`src/rtl/core/hybrid_logical_clock_core_defines.svh`:
```
// ----------------------------------------------------------------------------
// Hybrid logical clock core assertion macros
// Shared concurrent assertion forms, clocked on clk and disabled in reset.
// ----------------------------------------------------------------------------
`ifndef HYBRID_LOGICAL_CLOCK_CORE_DEFINES_SVH
`define HYBRID_LOGICAL_CLOCK_CORE_DEFINES_SVH

// The consequent must hold in the same cycle as the antecedent.
`define HLC_ASSERT_NOW(lbl, ante, cons) \
	lbl: assert property (@(posedge clk) disable iff (!arst_n) (ante) |-> (cons)) \
		else $error("hlc assertion failed");

// The consequent must hold in the cycle after the antecedent.
`define HLC_ASSERT_NEXT(lbl, ante, cons) \
	lbl: assert property (@(posedge clk) disable iff (!arst_n) (ante) |=> (cons)) \
		else $error("hlc assertion failed");

`endif

```
`src/rtl/core/hlc_pkg.sv`:
```
// ----------------------------------------------------------------------------
// Hybrid logical clock package
// Field widths, operation codes and the structs shared by the core modules.
// ----------------------------------------------------------------------------
package hlc_pkg;

	localparam int unsigned TimeW  = 64;
	localparam int unsigned StampW = 63;
	localparam int unsigned CountW = 32;
	localparam int unsigned NodeW  = 32;
	localparam int unsigned DriftW = 32;

	localparam int unsigned InDataW  = 192;
	localparam int unsigned OutDataW = 128;

	localparam logic [DriftW-1:0] DriftReset = 32'd60000;

	typedef enum logic {
		FUNC_LOCAL   = 1'b0,
		FUNC_OBSERVE = 1'b1
	} hlc_func_t;

	typedef struct packed {
		hlc_func_t          func;
		logic [TimeW-1:0]   now_ms;
		logic [NodeW-1:0]   node_id;
		logic [TimeW-1:0]   remote_time_ms;
		logic [CountW-1:0]  remote_count;
	} hlc_item_t;

	typedef struct packed {
		logic [TimeW-1:0]  time_ms;
		logic [CountW-1:0] count;
	} hlc_state_t;

	typedef struct packed {
		logic [StampW-1:0] stamp_time_ms;
		logic [CountW-1:0] stamp_count;
		logic [NodeW-1:0]  stamp_node;
		logic              drift_clamped;
	} hlc_result_t;

endpackage

```
`src/rtl/core/hlc_merge.sv`:
```
// ----------------------------------------------------------------------------
// Hybrid logical clock merge
// Computes the next clock state and the stamp for one local or observe beat.
// ----------------------------------------------------------------------------
module hlc_merge (
	input  hlc_pkg::hlc_item_t         item,
	input  hlc_pkg::hlc_state_t        cur,
	input  logic [hlc_pkg::DriftW-1:0] max_drift_ms,
	output hlc_pkg::hlc_state_t        nxt,
	output hlc_pkg::hlc_result_t       res
);
	import hlc_pkg::*;

	logic [TimeW-1:0]  now_c;
	logic [TimeW:0]    drift_lim;
	logic              clamp;
	logic [TimeW-1:0]  rem_eff;
	logic [TimeW-1:0]  rem_now_max;
	logic [TimeW-1:0]  cand;
	logic [TimeW-1:0]  l_time;
	logic              is_obs;
	logic              tie_prev;
	logic              tie_rem;
	logic [CountW-1:0] from_cnt;

	assign is_obs = (item.func == FUNC_OBSERVE);

	// A negative current time counts as unseeded zero.
	assign now_c = item.now_ms[TimeW-1] ? '0 : item.now_ms;

	// The drift limit is formed one bit wider so that it never wraps.
	assign drift_lim = {1'b0, now_c} + {{(TimeW-DriftW+1){1'b0}}, max_drift_ms};

	assign clamp = is_obs && (now_c != '0) && !item.remote_time_ms[TimeW-1]
		&& ({1'b0, item.remote_time_ms} > drift_lim);

	assign rem_eff = clamp ? now_c : item.remote_time_ms;

	assign rem_now_max = ($signed(now_c) > $signed(rem_eff)) ? now_c : rem_eff;
	assign cand        = is_obs ? rem_now_max : now_c;
	assign l_time      = ($signed(cand) > $signed(cur.time_ms)) ? cand : cur.time_ms;

	assign tie_prev = (l_time == cur.time_ms);
	assign tie_rem  = is_obs && (l_time == rem_eff);

	always_comb begin
		if (tie_prev && tie_rem) begin
			from_cnt = (cur.count > item.remote_count) ? cur.count : item.remote_count;
		end else if (tie_prev) begin
			from_cnt = cur.count;
		end else begin
			from_cnt = item.remote_count;
		end
	end

	always_comb begin
		nxt.time_ms = l_time;
		nxt.count   = '0;
		if (tie_prev || tie_rem) begin
			// An all-ones counter spends a millisecond instead of wrapping.
			if (&from_cnt) begin
				nxt.time_ms = l_time + {{(TimeW-1){1'b0}}, 1'b1};
			end else begin
				nxt.count = from_cnt + {{(CountW-1){1'b0}}, 1'b1};
			end
		end
	end

	assign res.stamp_time_ms = nxt.time_ms[StampW-1:0];
	assign res.stamp_count   = nxt.count;
	assign res.stamp_node    = is_obs ? '0 : item.node_id;
	assign res.drift_clamped = clamp;

endmodule

```
`src/rtl/core/hybrid_logical_clock_core.sv`:
```
// ----------------------------------------------------------------------------
// Hybrid logical clock core
// Keeps a millisecond time and event counter; stamps local events and merges
// remote stamps under a configurable drift limit.
// ----------------------------------------------------------------------------
//
// Channel  Role    Handshake              Payload
// s_*      in      s_tvalid / s_tready    s_tuser func, s_tdata item fields
// m_*      out     m_tvalid / m_tready    m_tuser drift flag, m_tdata stamp
// cfg_*    in      cfg_valid / cfg_ready  cfg_data max_drift_ms
//
// One beat is taken every cycle while s_tready is high. Its stamp is shown on
// m_tvalid once it has passed the input and result registers; a waiting
// result holds the beat behind it. The single clock-state update runs the
// merge logic once per beat between the input and result registers.
// Reset clears the clock to zero time and count and loads a drift limit of
// 60000 ms. While the result waits on m_tready the input register still takes
// one more beat, then s_tready drops until the result is taken.
//
module hybrid_logical_clock_core (
	input  logic                         clk,
	input  logic                         arst_n,
	// Input beat.
	input  logic                         s_tvalid,
	output logic                         s_tready,
	// From bit 0: now_ms[63:0], node_id[31:0], remote_time_ms[63:0],
	// remote_count[31:0].
	input  logic [hlc_pkg::InDataW-1:0]  s_tdata,
	// func: 0 local event, 1 observe remote stamp.
	input  logic                         s_tuser,
	// Result beat.
	output logic                         m_tvalid,
	input  logic                         m_tready,
	// From bit 0: stamp_time_ms[62:0], stamp_count[31:0], stamp_node[31:0],
	// one zero pad bit.
	output logic [hlc_pkg::OutDataW-1:0] m_tdata,
	// drift_clamped.
	output logic                         m_tuser,
	// Configuration write of max_drift_ms.
	input  logic                         cfg_valid,
	output logic                         cfg_ready,
	input  logic [hlc_pkg::DriftW-1:0]   cfg_data
);
	import hlc_pkg::*;

	hlc_item_t          item_s1;
	logic               vld_s1;
	hlc_result_t        res_q;
	logic               out_vld_q;
	hlc_state_t         clk_state_q;
	logic [DriftW-1:0]  max_drift_q;

	hlc_item_t          item_in;
	hlc_state_t         state_nxt;
	hlc_result_t        res_nxt;
	logic               out_free;
	logic               adv;
	logic               take_in;

	// Unpack the input beat.
	assign item_in.func           = hlc_func_t'(s_tuser);
	assign item_in.now_ms         = s_tdata[63:0];
	assign item_in.node_id        = s_tdata[95:64];
	assign item_in.remote_time_ms = s_tdata[159:96];
	assign item_in.remote_count   = s_tdata[191:160];

	// The result register frees up when empty or when its beat is taken.
	assign out_free = !out_vld_q || m_tready;
	assign adv      = vld_s1 && out_free;
	assign s_tready = !vld_s1 || out_free;
	assign take_in  = s_tvalid && s_tready;

	// Configuration always accepted; user keeps block idle if written, unchecked.
	assign cfg_ready = 1'b1;

	always_ff @(posedge clk or negedge arst_n) begin
		if (!arst_n) begin
			max_drift_q <= DriftReset;
		end else if (cfg_valid) begin
			max_drift_q <= cfg_data;
		end
	end

	// Input register.
	always_ff @(posedge clk or negedge arst_n) begin
		if (!arst_n) begin
			vld_s1 <= 1'b0;
		end else if (take_in) begin
			vld_s1 <= 1'b1;
		end else if (adv) begin
			vld_s1 <= 1'b0;
		end
	end

	always_ff @(posedge clk) begin
		if (take_in) begin
			item_s1 <= item_in;
		end
	end

	hlc_merge u_merge (
		.item         (item_s1),
		.cur          (clk_state_q),
		.max_drift_ms (max_drift_q),
		.nxt          (state_nxt),
		.res          (res_nxt)
	);

	// Clock state moves only when a beat leaves the input register.
	always_ff @(posedge clk or negedge arst_n) begin
		if (!arst_n) begin
			clk_state_q <= '0;
		end else if (adv) begin
			clk_state_q <= state_nxt;
		end
	end

	// Result register.
	always_ff @(posedge clk or negedge arst_n) begin
		if (!arst_n) begin
			out_vld_q <= 1'b0;
		end else if (adv) begin
			out_vld_q <= 1'b1;
		end else if (m_tready) begin
			out_vld_q <= 1'b0;
		end
	end

	always_ff @(posedge clk) begin
		if (adv) begin
			res_q <= res_nxt;
		end
	end

	assign m_tvalid = out_vld_q;
	assign m_tdata  = {1'b0, res_q.stamp_node, res_q.stamp_count, res_q.stamp_time_ms};
	assign m_tuser  = res_q.drift_clamped;

`include "hybrid_logical_clock_core_defines.svh"

	// The stamp shown always matches the clock state it was taken from.
	`HLC_ASSERT_NEXT(a_stamp_matches_state, adv, (m_tdata[62:0] == clk_state_q.time_ms[62:0]) && (m_tdata[94:63] == clk_state_q.count))

	// Local events never raise the drift flag.
	`HLC_ASSERT_NEXT(a_local_no_clamp, adv && (item_s1.func == FUNC_LOCAL), !m_tuser)

	// Observe stamps carry a zero node id.
	`HLC_ASSERT_NEXT(a_observe_zero_node, adv && (item_s1.func == FUNC_OBSERVE), m_tdata[126:95] == '0)

	// Input backpressure only when both registers are full and stalled.
	`HLC_ASSERT_NOW(a_ready_only_when_full, !s_tready, vld_s1 && out_vld_q && !m_tready)

endmodule
```
`config.mk`:
```
export PLATFORM = sky130hd
export DESIGN_NAME = hybrid_logical_clock_core
export DESIGN_NICKNAME = d
export VERILOG_FILES = /design/src/rtl/core/hlc_pkg.sv /design/src/rtl/core/hlc_merge.sv /design/src/rtl/core/hybrid_logical_clock_core.sv
export VERILOG_INCLUDE_DIRS = /design/src /design/src/rtl/core
export SDC_FILE = /design/constraint.sdc
export NUM_CORES = 1
export LEC_CHECK = 0
export BUFFER_PORTS_ARGS = -buffer_cell sky130_fd_sc_hd__buf_2
export CAP_MARGIN = 25
export CORE_ASPECT_RATIO = 1.5
export CORE_MARGIN = 2
export CORE_UTILIZATION = 45
export CTS_BUF_LIST = sky130_fd_sc_hd__clkbuf_4
export CTS_CLUSTER_DIAMETER = 40
export CTS_CLUSTER_SIZE = 12
export DETAILED_ROUTE_END_ITERATION = 16
export PLACE_DENSITY = 0.66
export REMOVE_ABC_BUFFERS = 1
export SYNTH_ARGS = -nofsm -noshare
export SYNTH_HDL_FRONTEND = slang
export SYNTH_SLANG_ARGS = --single-unit
```
`constraint.sdc`:
```
create_clock -name clk -period 29.5 [get_ports clk]
set_input_delay 1.475 -clock clk [delete_from_list [all_inputs] [get_ports clk]]
set_output_delay 1.475 -clock clk [all_outputs]
set_load 0.1 [all_outputs]
```
# [Yosys cells after proc, flatten, opt, wreduce, memory -nomap -nowiden]
# Index checks and enable logic that the tools add are counted.
# Widths: inputs -> output; s select.
[op_classes] addsub=3 order_cmp=4 n_eq_ne=2 mux=15 n_reduce_logical=17
[op_table] operator="$mux 64" count=5
[op_table] operator="$eq 64x64->1" count=2
[op_table] operator="$gt 64x64->1" count=2
[op_table] operator="$mux 32" count=4
[op_table] operator="$mux 96" count=1
[op_table] operator="$add 64x32->65" count=1
[op_table] operator="$gt 64x65->1" count=1
[op_table] operator="$add 64x1->64 const B" count=1
[op_table] operator="$reduce_bool 64->1" count=1
[op_table] operator="$mux 63" count=1
[op_table] operator="$add 32x1->32 const B" count=1
[op_table] operator="$gt 32x32->1" count=1
[op_table] operator="$reduce_and 32->1" count=1
[op_table] operator="$logic_and 1x1->1" count=7
[op_table] operator="$mux 1" count=4
[op_table] operator="$reduce_bool 2->1" count=2
[op_table] operator="$logic_not 1->1" count=3
[op_table] operator="$logic_or 1x1->1" count=3
[totals] reg_bits=451 inputBits=230 output_inout_bits=132 wordCells=55

# [Depth between registers and ports, before layout]
# Gate-level depths: netlist of the first run.
[logic_depth] word_depth=18 ltp_mapped=87

# [Modules after synthesis]
# Synthesis of the first run repeated with hierarchy kept, for this count alone.
[unflattened] hier_cells=3085 hier_area_um2=31834.3
[modules_own_cells] mod="hlc_merge" instances=1 cells_per_inst=2481 area_each_um2=17211.5 seq_area_each_um2=0.0
[modules_own_cells] mod="hybrid_logical_clock_core" instances=1 cells_per_inst=604 area_each_um2=14622.8 seq_area_each_um2=12901.1

# [Least setup slack after synthesis of the first run]
# Ideal clock, no wire load.
[synth_timing] kind="register to register" from="register item_s1[191] (netlist bit)" to="register clk_state_q[62] (netlist bit)" t_arrival_ps=17199 path_slack_ps=12176 stages_incl_launch_ff=82 synth_period_minus_slack_ps=17324 path_cell_list="edfxtp_1 > clkbuf_1 > clkbuf_1 > nor2b_1 > clkbuf_1 > ha_1 > a21o_1 > maj3_1 > maj3_1 > o221ai_1 > a21oi_1 > o21a_1 > o21ai_0 > a211o_1 > a31o_2 > o221ai_1 > a211oi_1 > nor2_1 > [46 not listed] > clkbuf_1 > buf_1 > a21oi_2 > buf_2 > clkbuf_1 > buf_2 > o21ai_0 > ha_1 > and3_1 > nand2_1 > nor2_1 > and2_1 > nand3_1 > a211oi_2 > o2111ai_2 > or3_1 > xor2_1 > mux2_2"
[synth_rtl] item="from (decl)" line_no="hybrid_logical_clock_core.sv:46" rtl="hlc_item_t item_s1;"
[synth_rtl] item="from (signal assigned)" line_no="hybrid_logical_clock_core.sv:97" rtl="item_s1 <= item_in;"
[synth_rtl] item="to (signal assigned)" line_no="hybrid_logical_clock_core.sv:114" rtl="clk_state_q <= state_nxt;"
[synth_rtl] item="to (decl)" line_no="hybrid_logical_clock_core.sv:50" rtl="hlc_state_t clk_state_q;"

==> reports/metrics.yaml, run 1 <==
final_cycle_share: 0.726
ys.flop_type: "sky130_fd_sc_hd__edfxtp_1"
yosysSeqAreaShare: 0.415
ff2ff_setup_slack_ns: 8.08
slew_headroom: 0.205
core_area_mm2: 0.0687
fillcell_total: 6461
cts_repair_resize_count: 0
cell_at_the_slowest_stage_of_the_critical_path: "sky130_fd_sc_hd__a21boi_0"
final_cell_mix: "sky130_fd_sc_hd__buf_2 (360), sky130_fd_sc_hd__edfxtp_1 (321), sky130_fd_sc_hd__ha_1 (245)"
initial_core_util: 0.452
place_area_mm2: 0.0338
drt_wl_total_um: 140000
postCtsSetupRepairBufs: 0
fraction_of_layout_instances_using_a_drive_strength_above_1: 0.193
multi_input_area_mm2: 0.0169
required_worst_endpoint_ns: 30.35
finalHoldViolCount: 0
final_setup_tns_ns: 0
gate_count_after_technology_mapping: 3078
dominant_combinational_cell_family_by_area_after_synthesis: "simple AND/OR/NAND/NOR gates"
cts_made_buffers: 54
synth.distinct_cells: 94
slew_viol_final: 0
worst_setup_path_start_kind: "flip-flop"
first_pass_iters: 6
port-buffer-count: 359
synth_compound_area_frac: 0.130
power.ir.vdd_worst_mv: 0.116
first_global_vias: 27200
clkSlewWorstSetupHoldPaths_ns: 0.13
synth.area.mux_share: 0.0844
io_pins: 362
cpLargestDelayFamily: "compound AO/OA/AOI/OAI gates"
post_synth_and_or_nand_nor_area_fraction: 0.159
leakage_dissipation_nw: 14.3
drt_iter0_drc: 2631
reg2reg_depth: 71
area_growth_pct: 11.9
die_width_um: 219
outcome: "completed"
core.rowCount: 118
tightest_slew_ns: 1.19
power_per_cell_area_mw_per_mm2: 87.9
cts-root-to-sink-buffers: 3
grt_first_pass_wirelength_um: 195000
cp_max_stage_delay_ns: 0.81
synthesis.area_mm2: 0.0311
cts_num_sinks: 451
grt_util_all_layers: 0.390
ff_latch_area_mm2: 0.0129
critical_path.reg2reg.startpoint: "item_s1[191]"
crit_arrival_ns: 22.27
floorplan.die.height_um: 326
setup.worst_path.end_class: "flip-flop"
drt_drc_violations_left: 0
asyncSetResetFlopFracSynth: 0.288
timing.final.setup_violations: 0
via_cell_ratio: 6.24
mostFrequentLayoutCell: "sky130_fd_sc_hd__buf_2"
yosysWarningCount: 0
vias: 27300
number_of_synthesized_flops_with_an_enable_pin: 321
cts-hold-fix-buffers: 0
cts.root.buffer_cell: "sky130_fd_sc_hd__clkbuf_4"
cts-htree-levels: 2
fin_worst_skew_ns: 0.0874
timing.hold.worst.class: "input pin to async pin"
cp_max_fanout: 46
critPathBufInv: 7
antenna_found_initial: 6
post_synth.cell_area_avg_um2: 10.1
dp_hpwl_um: 113000
design_area_final_mm2: 0.0348
nets: 3905
antenna_violating_nets_post_route: 0
total_grt_overflow: 0
die_area_mm2: 0.0712
cts_tree: "done"
yosys_register_bits: 451
routabilityCongestion: 1.10
routed_wire_length_per_instance_um: 32.0
yosys.area_share.adder: 0.101
maxClockFrequency_ghz: 0.0467
timing.setup.critical_path_class: "flip-flop to flip-flop"
synth-xor-area-share: 0.0682
worst_r2r_endpoint: "clk_state_q[79]"
grt_setup_unrepaired: "no"
max_cap_violations: 0
grt_start_max_net_pins: 148
final.min_clock_period_ns: 21.42
worstSkewPairLatency_ns: 0.96
==> power by group <==
part / internal, mW / switching [mW]
combinational: 0.455 / 1.17
sequential: 0.843 / 0.192
clock: 0.161 / 0.235
total: 1.46 / 1.60
==> cell families (layout without fill, tap and decap cells) <==
logic type	Yosys count	after routing
other	2	9
xor gates and xnor gates	242	242
muxes	247	247
buffers and inverters	321	708
DFF	451	451
and+or+nand+nor	962	962
adders and majority gates	251	251
AOI/OAI and AO/OA	602	602
==> cell type report <==
cell class              instances  area share
diodes                          6    0.000432
clock buffers                  69      0.0149
clock inverters                24     0.00853
inverters                     207      0.0226
multi-input cells            2307       0.487
flip-flops and latches        451       0.371
well taps                     900      0.0324
repair buffers                408      0.0630
==> flip-flops by register name, indices dropped and copies added (netlist names) <==
name         cells
m_tvalid         1
item_s1        193
m_tuser          1
m_tdata        127
max_drift_q     32
clk_state_q     96
vld_s1           1
==> through the flow <==
stage / instances / power (mW) / hold WS, ns / utilization / setup WS, ns
floorplan: 2965 / 2.08 / 0.457 / - / 8.03
global placement: 4261 / 2.62 / 0.505 / 0.493 / 8.49
detailed placement: 4265 / 2.62 / 0.509 / 0.493 / 8.25
CTS: 4358 / 3.02 / 0.460 / 0.505 / 8.26
global route: 4369 / 3.17 / 0.479 / 0.506 / 7.16
finish: 4372 / 3.05 / 0.489 / 0.506 / 8.08
==> cell usage after synthesis (70+ instances only) <==
| master | n | share of area |
|---|---|---|
| sky130_fd_sc_hd__a21oi_1 | 168 | 0.027 |
| sky130_fd_sc_hd__clkbuf_1 | 78 | 0.0094 |
| sky130_fd_sc_hd__dfrtp_1 | 123 | 0.099 |
| sky130_fd_sc_hd__edfxtp_1 | 321 | 0.31 |
| sky130_fd_sc_hd__ha_1 | 245 | 0.099 |
| sky130_fd_sc_hd__inv_1 | 202 | 0.024 |
| sky130_fd_sc_hd__mux2_2 | 111 | 0.040 |
| sky130_fd_sc_hd__mux2i_1 | 134 | 0.043 |
| sky130_fd_sc_hd__nand2_1 | 171 | 0.021 |
| sky130_fd_sc_hd__nand2b_1 | 70 | 0.014 |
| sky130_fd_sc_hd__nand3_1 | 86 | 0.014 |
| sky130_fd_sc_hd__nor2_1 | 244 | 0.029 |
| sky130_fd_sc_hd__o21ai_0 | 97 | 0.016 |
| sky130_fd_sc_hd__xnor2_1 | 202 | 0.057 |
==> worst max-delay path by stage <==
stage | from | to | slack, ns | depth (start not counted)
final | item_s1[191] | clk_state_q[79] | 8.08 | 71
after global routing | item_s1[191] | clk_state_q[79] | 7.16 | 69
after CTS | item_s1[191] | clk_state_q[79] | 8.26 | 69
after detailed placement | item_s1[191] | clk_state_q[79] | 8.25 | 69
after global placement | item_s1[191] | clk_state_q[79] | 8.49 | 69
after floorplan | item_s1[191] | clk_state_q[24] | 8.03 | 63
==> layer usage <==
layer	vias up	wire length (µm)	track usage
met2	1518	64200	0.627
met3	522	10300	0.0757
met1	13100	49300	0.431
li1	12100	-	-
met4	2	15900	0.359
met5	-	14	0
Power figures use the tool's default switching activity.
==> run 2, diff against run 1 <==
--- a/config.mk
+++ b/config.mk
@@ -6,6 +6,7 @@
 export SDC_FILE = /design/constraint.sdc
 export NUM_CORES = 1
 export LEC_CHECK = 0
+export ABC_AREA = 1
 export BUFFER_PORTS_ARGS = -buffer_cell sky130_fd_sc_hd__buf_2
 export CAP_MARGIN = 25
 export CORE_ASPECT_RATIO = 1.5
@@ -15,7 +16,7 @@
 export CTS_CLUSTER_DIAMETER = 40
 export CTS_CLUSTER_SIZE = 12
 export DETAILED_ROUTE_END_ITERATION = 16
-export PLACE_DENSITY = 0.66
+export PLACE_DENSITY = 0.68
 export REMOVE_ABC_BUFFERS = 1
 export SYNTH_ARGS = -nofsm -noshare
 export SYNTH_HDL_FRONTEND = slang
==> constraint.sdc (replaced) <==
create_clock -name clk -period 18.3 [get_ports clk]
set_input_delay 0.915 -clock clk [delete_from_list [all_inputs] [get_ports clk]]
set_output_delay 0.915 -clock clk [all_outputs]
set_load 0.1 [all_outputs]
==> run 2 against run 1 <==
Compared with the run above: synthesized area grew 9.4%; sequential share of layout area shrank 3.6 points; clock power up 94%; critical endpoint is now m_tdata[9].
==> reports/metrics.yaml, run 2 <==
yosysWarningCount: 0  # unchanged
cts_tree: "done"  # unchanged
cts-htree-levels: 3  # was 2
cts_num_sinks: 451  # unchanged
cp_max_fanout: 56  # was 46
drt_drc_violations_left: 0  # unchanged
power.ir.vdd_worst_mv: 0.0929  # was 0.116 mV
slew_headroom: 0.317  # was 0.205
clkSlewWorstSetupHoldPaths_ns: 0.12  # was 0.13 ns
total_power_mw: 4.08  # was 3.05 mW
timing.final.setup_violations: 0  # unchanged
finalHoldViolCount: 0  # unchanged
synth.cells.most_frequent: "sky130_fd_sc_hd__nand2_1 (1373), sky130_fd_sc_hd__inv_1 (675), sky130_fd_sc_hd__nand3_1 (562)"  # was sky130_fd_sc_hd__edfxtp_1 (321), sky130_fd_sc_hd__ha_1 (245), sky130_fd_sc_hd__nor2_1 (244)
grt_first_pass_wirelength_um: 191000  # was 195000 µm
timing.setup.critical_path_class: "flip-flop to flip-flop"  # unchanged
cts.root.buffer_cell: "sky130_fd_sc_hd__clkbuf_4"  # unchanged
first_pass_iters: 6  # unchanged
core.rowCount: 123  # was 118
final_cycle_share: 0.936  # was 0.726
ys.flop_type: "sky130_fd_sc_hd__edfxtp_1"  # unchanged
cts-root-to-sink-buffers: 3  # unchanged
cell_at_the_slowest_stage_of_the_critical_path: "sky130_fd_sc_hd__nor4_1"  # was sky130_fd_sc_hd__a21boi_0
first_global_vias: 32200  # was 27200
fin_worst_skew_ns: 0.0813  # was 0.0874 ns
antenna_found_initial: 6  # unchanged
synth.distinct_cells: 54  # was 94
worst_setup_path_endpoint: "m_tdata[9]"  # was clk_state_q[79]
final.min_clock_period_ns: 17.12  # was 21.42 ns
startpoint: "item_s1[191]"  # unchanged
fraction_of_layout_instances_using_a_drive_strength_above_1: 0.130  # was 0.193
routabilityCongestion: 1.04  # was 1.10
critical_path.reg2reg.startpoint: "item_s1[191]"  # unchanged
area_growth_pct: 13.4  # was 11.9%
synthMostInstantiatedCell: "sky130_fd_sc_hd__nand2_1"  # was sky130_fd_sc_hd__edfxtp_1
netlist_top_cells_area: "sky130_fd_sc_hd__edfxtp_1 (28%), sky130_fd_sc_hd__nand2_1 (15%), sky130_fd_sc_hd__dfrtp_1 (9.1%)"  # was sky130_fd_sc_hd__edfxtp_1 (31%), sky130_fd_sc_hd__dfrtp_1 (9.9%), sky130_fd_sc_hd__ha_1 (9.9%)
final_setup_tns_ns: 0  # unchanged
floorplan.die.height_um: 341  # was 326 µm
drt_wl_total_um: 130000  # was 140000 µm
timing.critical_path.mode_cell: "sky130_fd_sc_hd__nand2_1"
design_area_final_mm2: 0.0385  # was 0.0348 mm²
routed_wire_length_per_instance_um: 21.0  # was 32.0 µm
slew_viol_final: 0  # unchanged
tightest_slew_ns: 1.01  # was 1.19 ns
max_cap_violations: 0  # unchanged
asyncSetResetFlopFracSynth: 0.288  # unchanged
drt_iter0_drc: 2856  # was 2631
mostFrequentLayoutCell: "sky130_fd_sc_hd__nand2_1"  # was sky130_fd_sc_hd__buf_2
post_synth.cell_area_avg_um2: 7.18  # was 10.1 µm²
worst_setup_path_start_kind: "flip-flop"  # unchanged
grt_start_max_net_pins: 108  # was 148
reg2reg_depth: 93  # was 71
power_per_cell_area_mw_per_mm2: 106  # was 87.9 mW/mm²
dp_hpwl_um: 103000  # was 113000 µm
die_width_um: 228  # was 219 µm
grt_util_all_layers: 0.326  # was 0.390
core_area_mm2: 0.0749  # was 0.0687 mm²
required_worst_endpoint_ns: 18.97  # was 30.35 ns
yosysSeqAreaShare: 0.380  # was 0.415
largest_register_ffs: 193  # unchanged
timing.hold.worst.class: "input pin to flip-flop"  # was input pin to async pin
worst_r2r_endpoint: "m_tdata[9]"  # was clk_state_q[79]
yosys_register_bits: 451  # unchanged
ff2ff_setup_slack_ns: 1.18  # was 8.08 ns
final.hold.worst_slack_ns: 0.132  # was 0.489 ns
crit_arrival_ns: 17.79  # was 22.27 ns
synth_top_area_cell: "sky130_fd_sc_hd__edfxtp_1"  # unchanged
cp_max_stage_delay_ns: 0.60  # was 0.81 ns
synthesis.area_mm2: 0.0340  # was 0.0311 mm²
cts_made_buffers: 70  # was 54
initial_core_util: 0.453  # was 0.452
total_grt_overflow: 0  # unchanged
nets: 5584  # was 3905
die_area_mm2: 0.0778  # was 0.0712 mm²
port-buffer-count: 359  # unchanged
place_area_mm2: 0.0373  # was 0.0338 mm²
gate_count_after_technology_mapping: 4731  # was 3078
number_of_synthesized_flops_with_an_enable_pin: 321  # unchanged
vias: 33600  # was 27300
top_register: "item_s1"  # unchanged
antenna_violating_nets_post_route: 0  # unchanged
leakage_dissipation_nw: 19.7  # was 14.3 nW
outcome: "completed"  # unchanged
io_pins: 362  # unchanged
via_cell_ratio: 5.45  # was 6.24
area_share_of_the_largest_cell_type_after_synthesis: 0.284  # was 0.310
worstSkewPairLatency_ns: 0.96  # about the same
setup.worst_path.end_class: "flip-flop"  # unchanged
final_cell_mix: "sky130_fd_sc_hd__nand2_1 (1370), sky130_fd_sc_hd__inv_1 (673), sky130_fd_sc_hd__nand3_1 (560)"  # was sky130_fd_sc_hd__buf_2 (360), sky130_fd_sc_hd__edfxtp_1 (321), sky130_fd_sc_hd__ha_1 (245)
maxClockFrequency_ghz: 0.0584  # was 0.0467 GHz
run 2: worst min-delay path by stage:
stage               startpoint         endpoint  cells after the start
2_1_floorplan   max_drift_q[5]   max_drift_q[5]                      2
3_3_place_gp    max_drift_q[5]   max_drift_q[5]                      2
3_5_place_dp   clk_state_q[56]  clk_state_q[56]                      2
4_1_cts           s_tdata[128]      item_s1[64]                      1
5_1_grt                s_tuser     item_s1[192]                      1
6_report          s_tdata[113]      item_s1[49]                      1
run 2: what timing repair did:
| action | in CTS | in global routing |
|---|---|---|
| endpoints found under the hold margin | 29 | 0 |
| gates resized for setup | 0 | 33 |
| buffers inserted | 0 | 2 |
| endpoints found under the setup margin | 0 | 191 |
| hold buffers | 1 | 0 |
run 2: power breakdown:
group / leakage, nW / internal (mW) / switching (mW)
clock network: 0.592 / 0.307 / 0.461
logic: 14.3 / 0.496 / 1.40
registers: 4.77 / 1.28 / 0.130
total: 19.7 / 2.08 / 1.99
run 2: layer usage:
metal / wire length [µm] / global-route usage / up-vias
met5: 27 / 0 / -
met4: 12200 / 0.267 / 4
met3: 7940 / 0.0487 / 415
met2: 62800 / 0.566 / 1339
met1: 46800 / 0.354 / 15500
li1: - / - / 16300
run 2: logic make-up (layout without fill, tap and decap cells):
group	Yosys count	count (layout)	share of synthesized area
simple gates	2730	2731	0.347
buf+inv	851	1282	0.0983
flops	451	451	0.380
compound gates	349	349	0.0560
fa+ha+maj	246	246	0.0908
xor+xnor	77	77	0.0198
mux	25	25	0.00828
other cells	2	9	0.000221
run 2: through the flow:
step,instances,util,setup WS [ns]
after global placement,6032,0.497,0.301
after floorplan,4568,-,-7.13
after detailed placement,6032,0.497,0.240
final,6170,0.514,1.18
after global routing,6169,0.514,-0.0379
after CTS,6161,0.512,0.131
run 2: final cells by class:
class,instances,area [µm²]
Fill cell,7533,36400
Multi-Input combinational cell,3431,17900
Sequential cell,451,12900
Timing Repair Buffer,467,2800
Inverter,687,2590
Tap cell,1000,1250
Clock buffer,77,578
Clock inverter,51,512
Antenna cell,6,15.0
run 2: worst max-delay path: cells and delay by family (launching register included):
| family | cells | cell delay [ns] |
|---|---|---|
| buffers and inverters | 15 | 2.34 |
| xor gates and xnor gates | 1 | 0.30 |
| adders and majority gates | 6 | 1.55 |
| AOI/OAI and AO/OA | 14 | 2.68 |
| DFF | 1 | 0.49 |
| and+or+nand+nor | 57 | 9.33 |
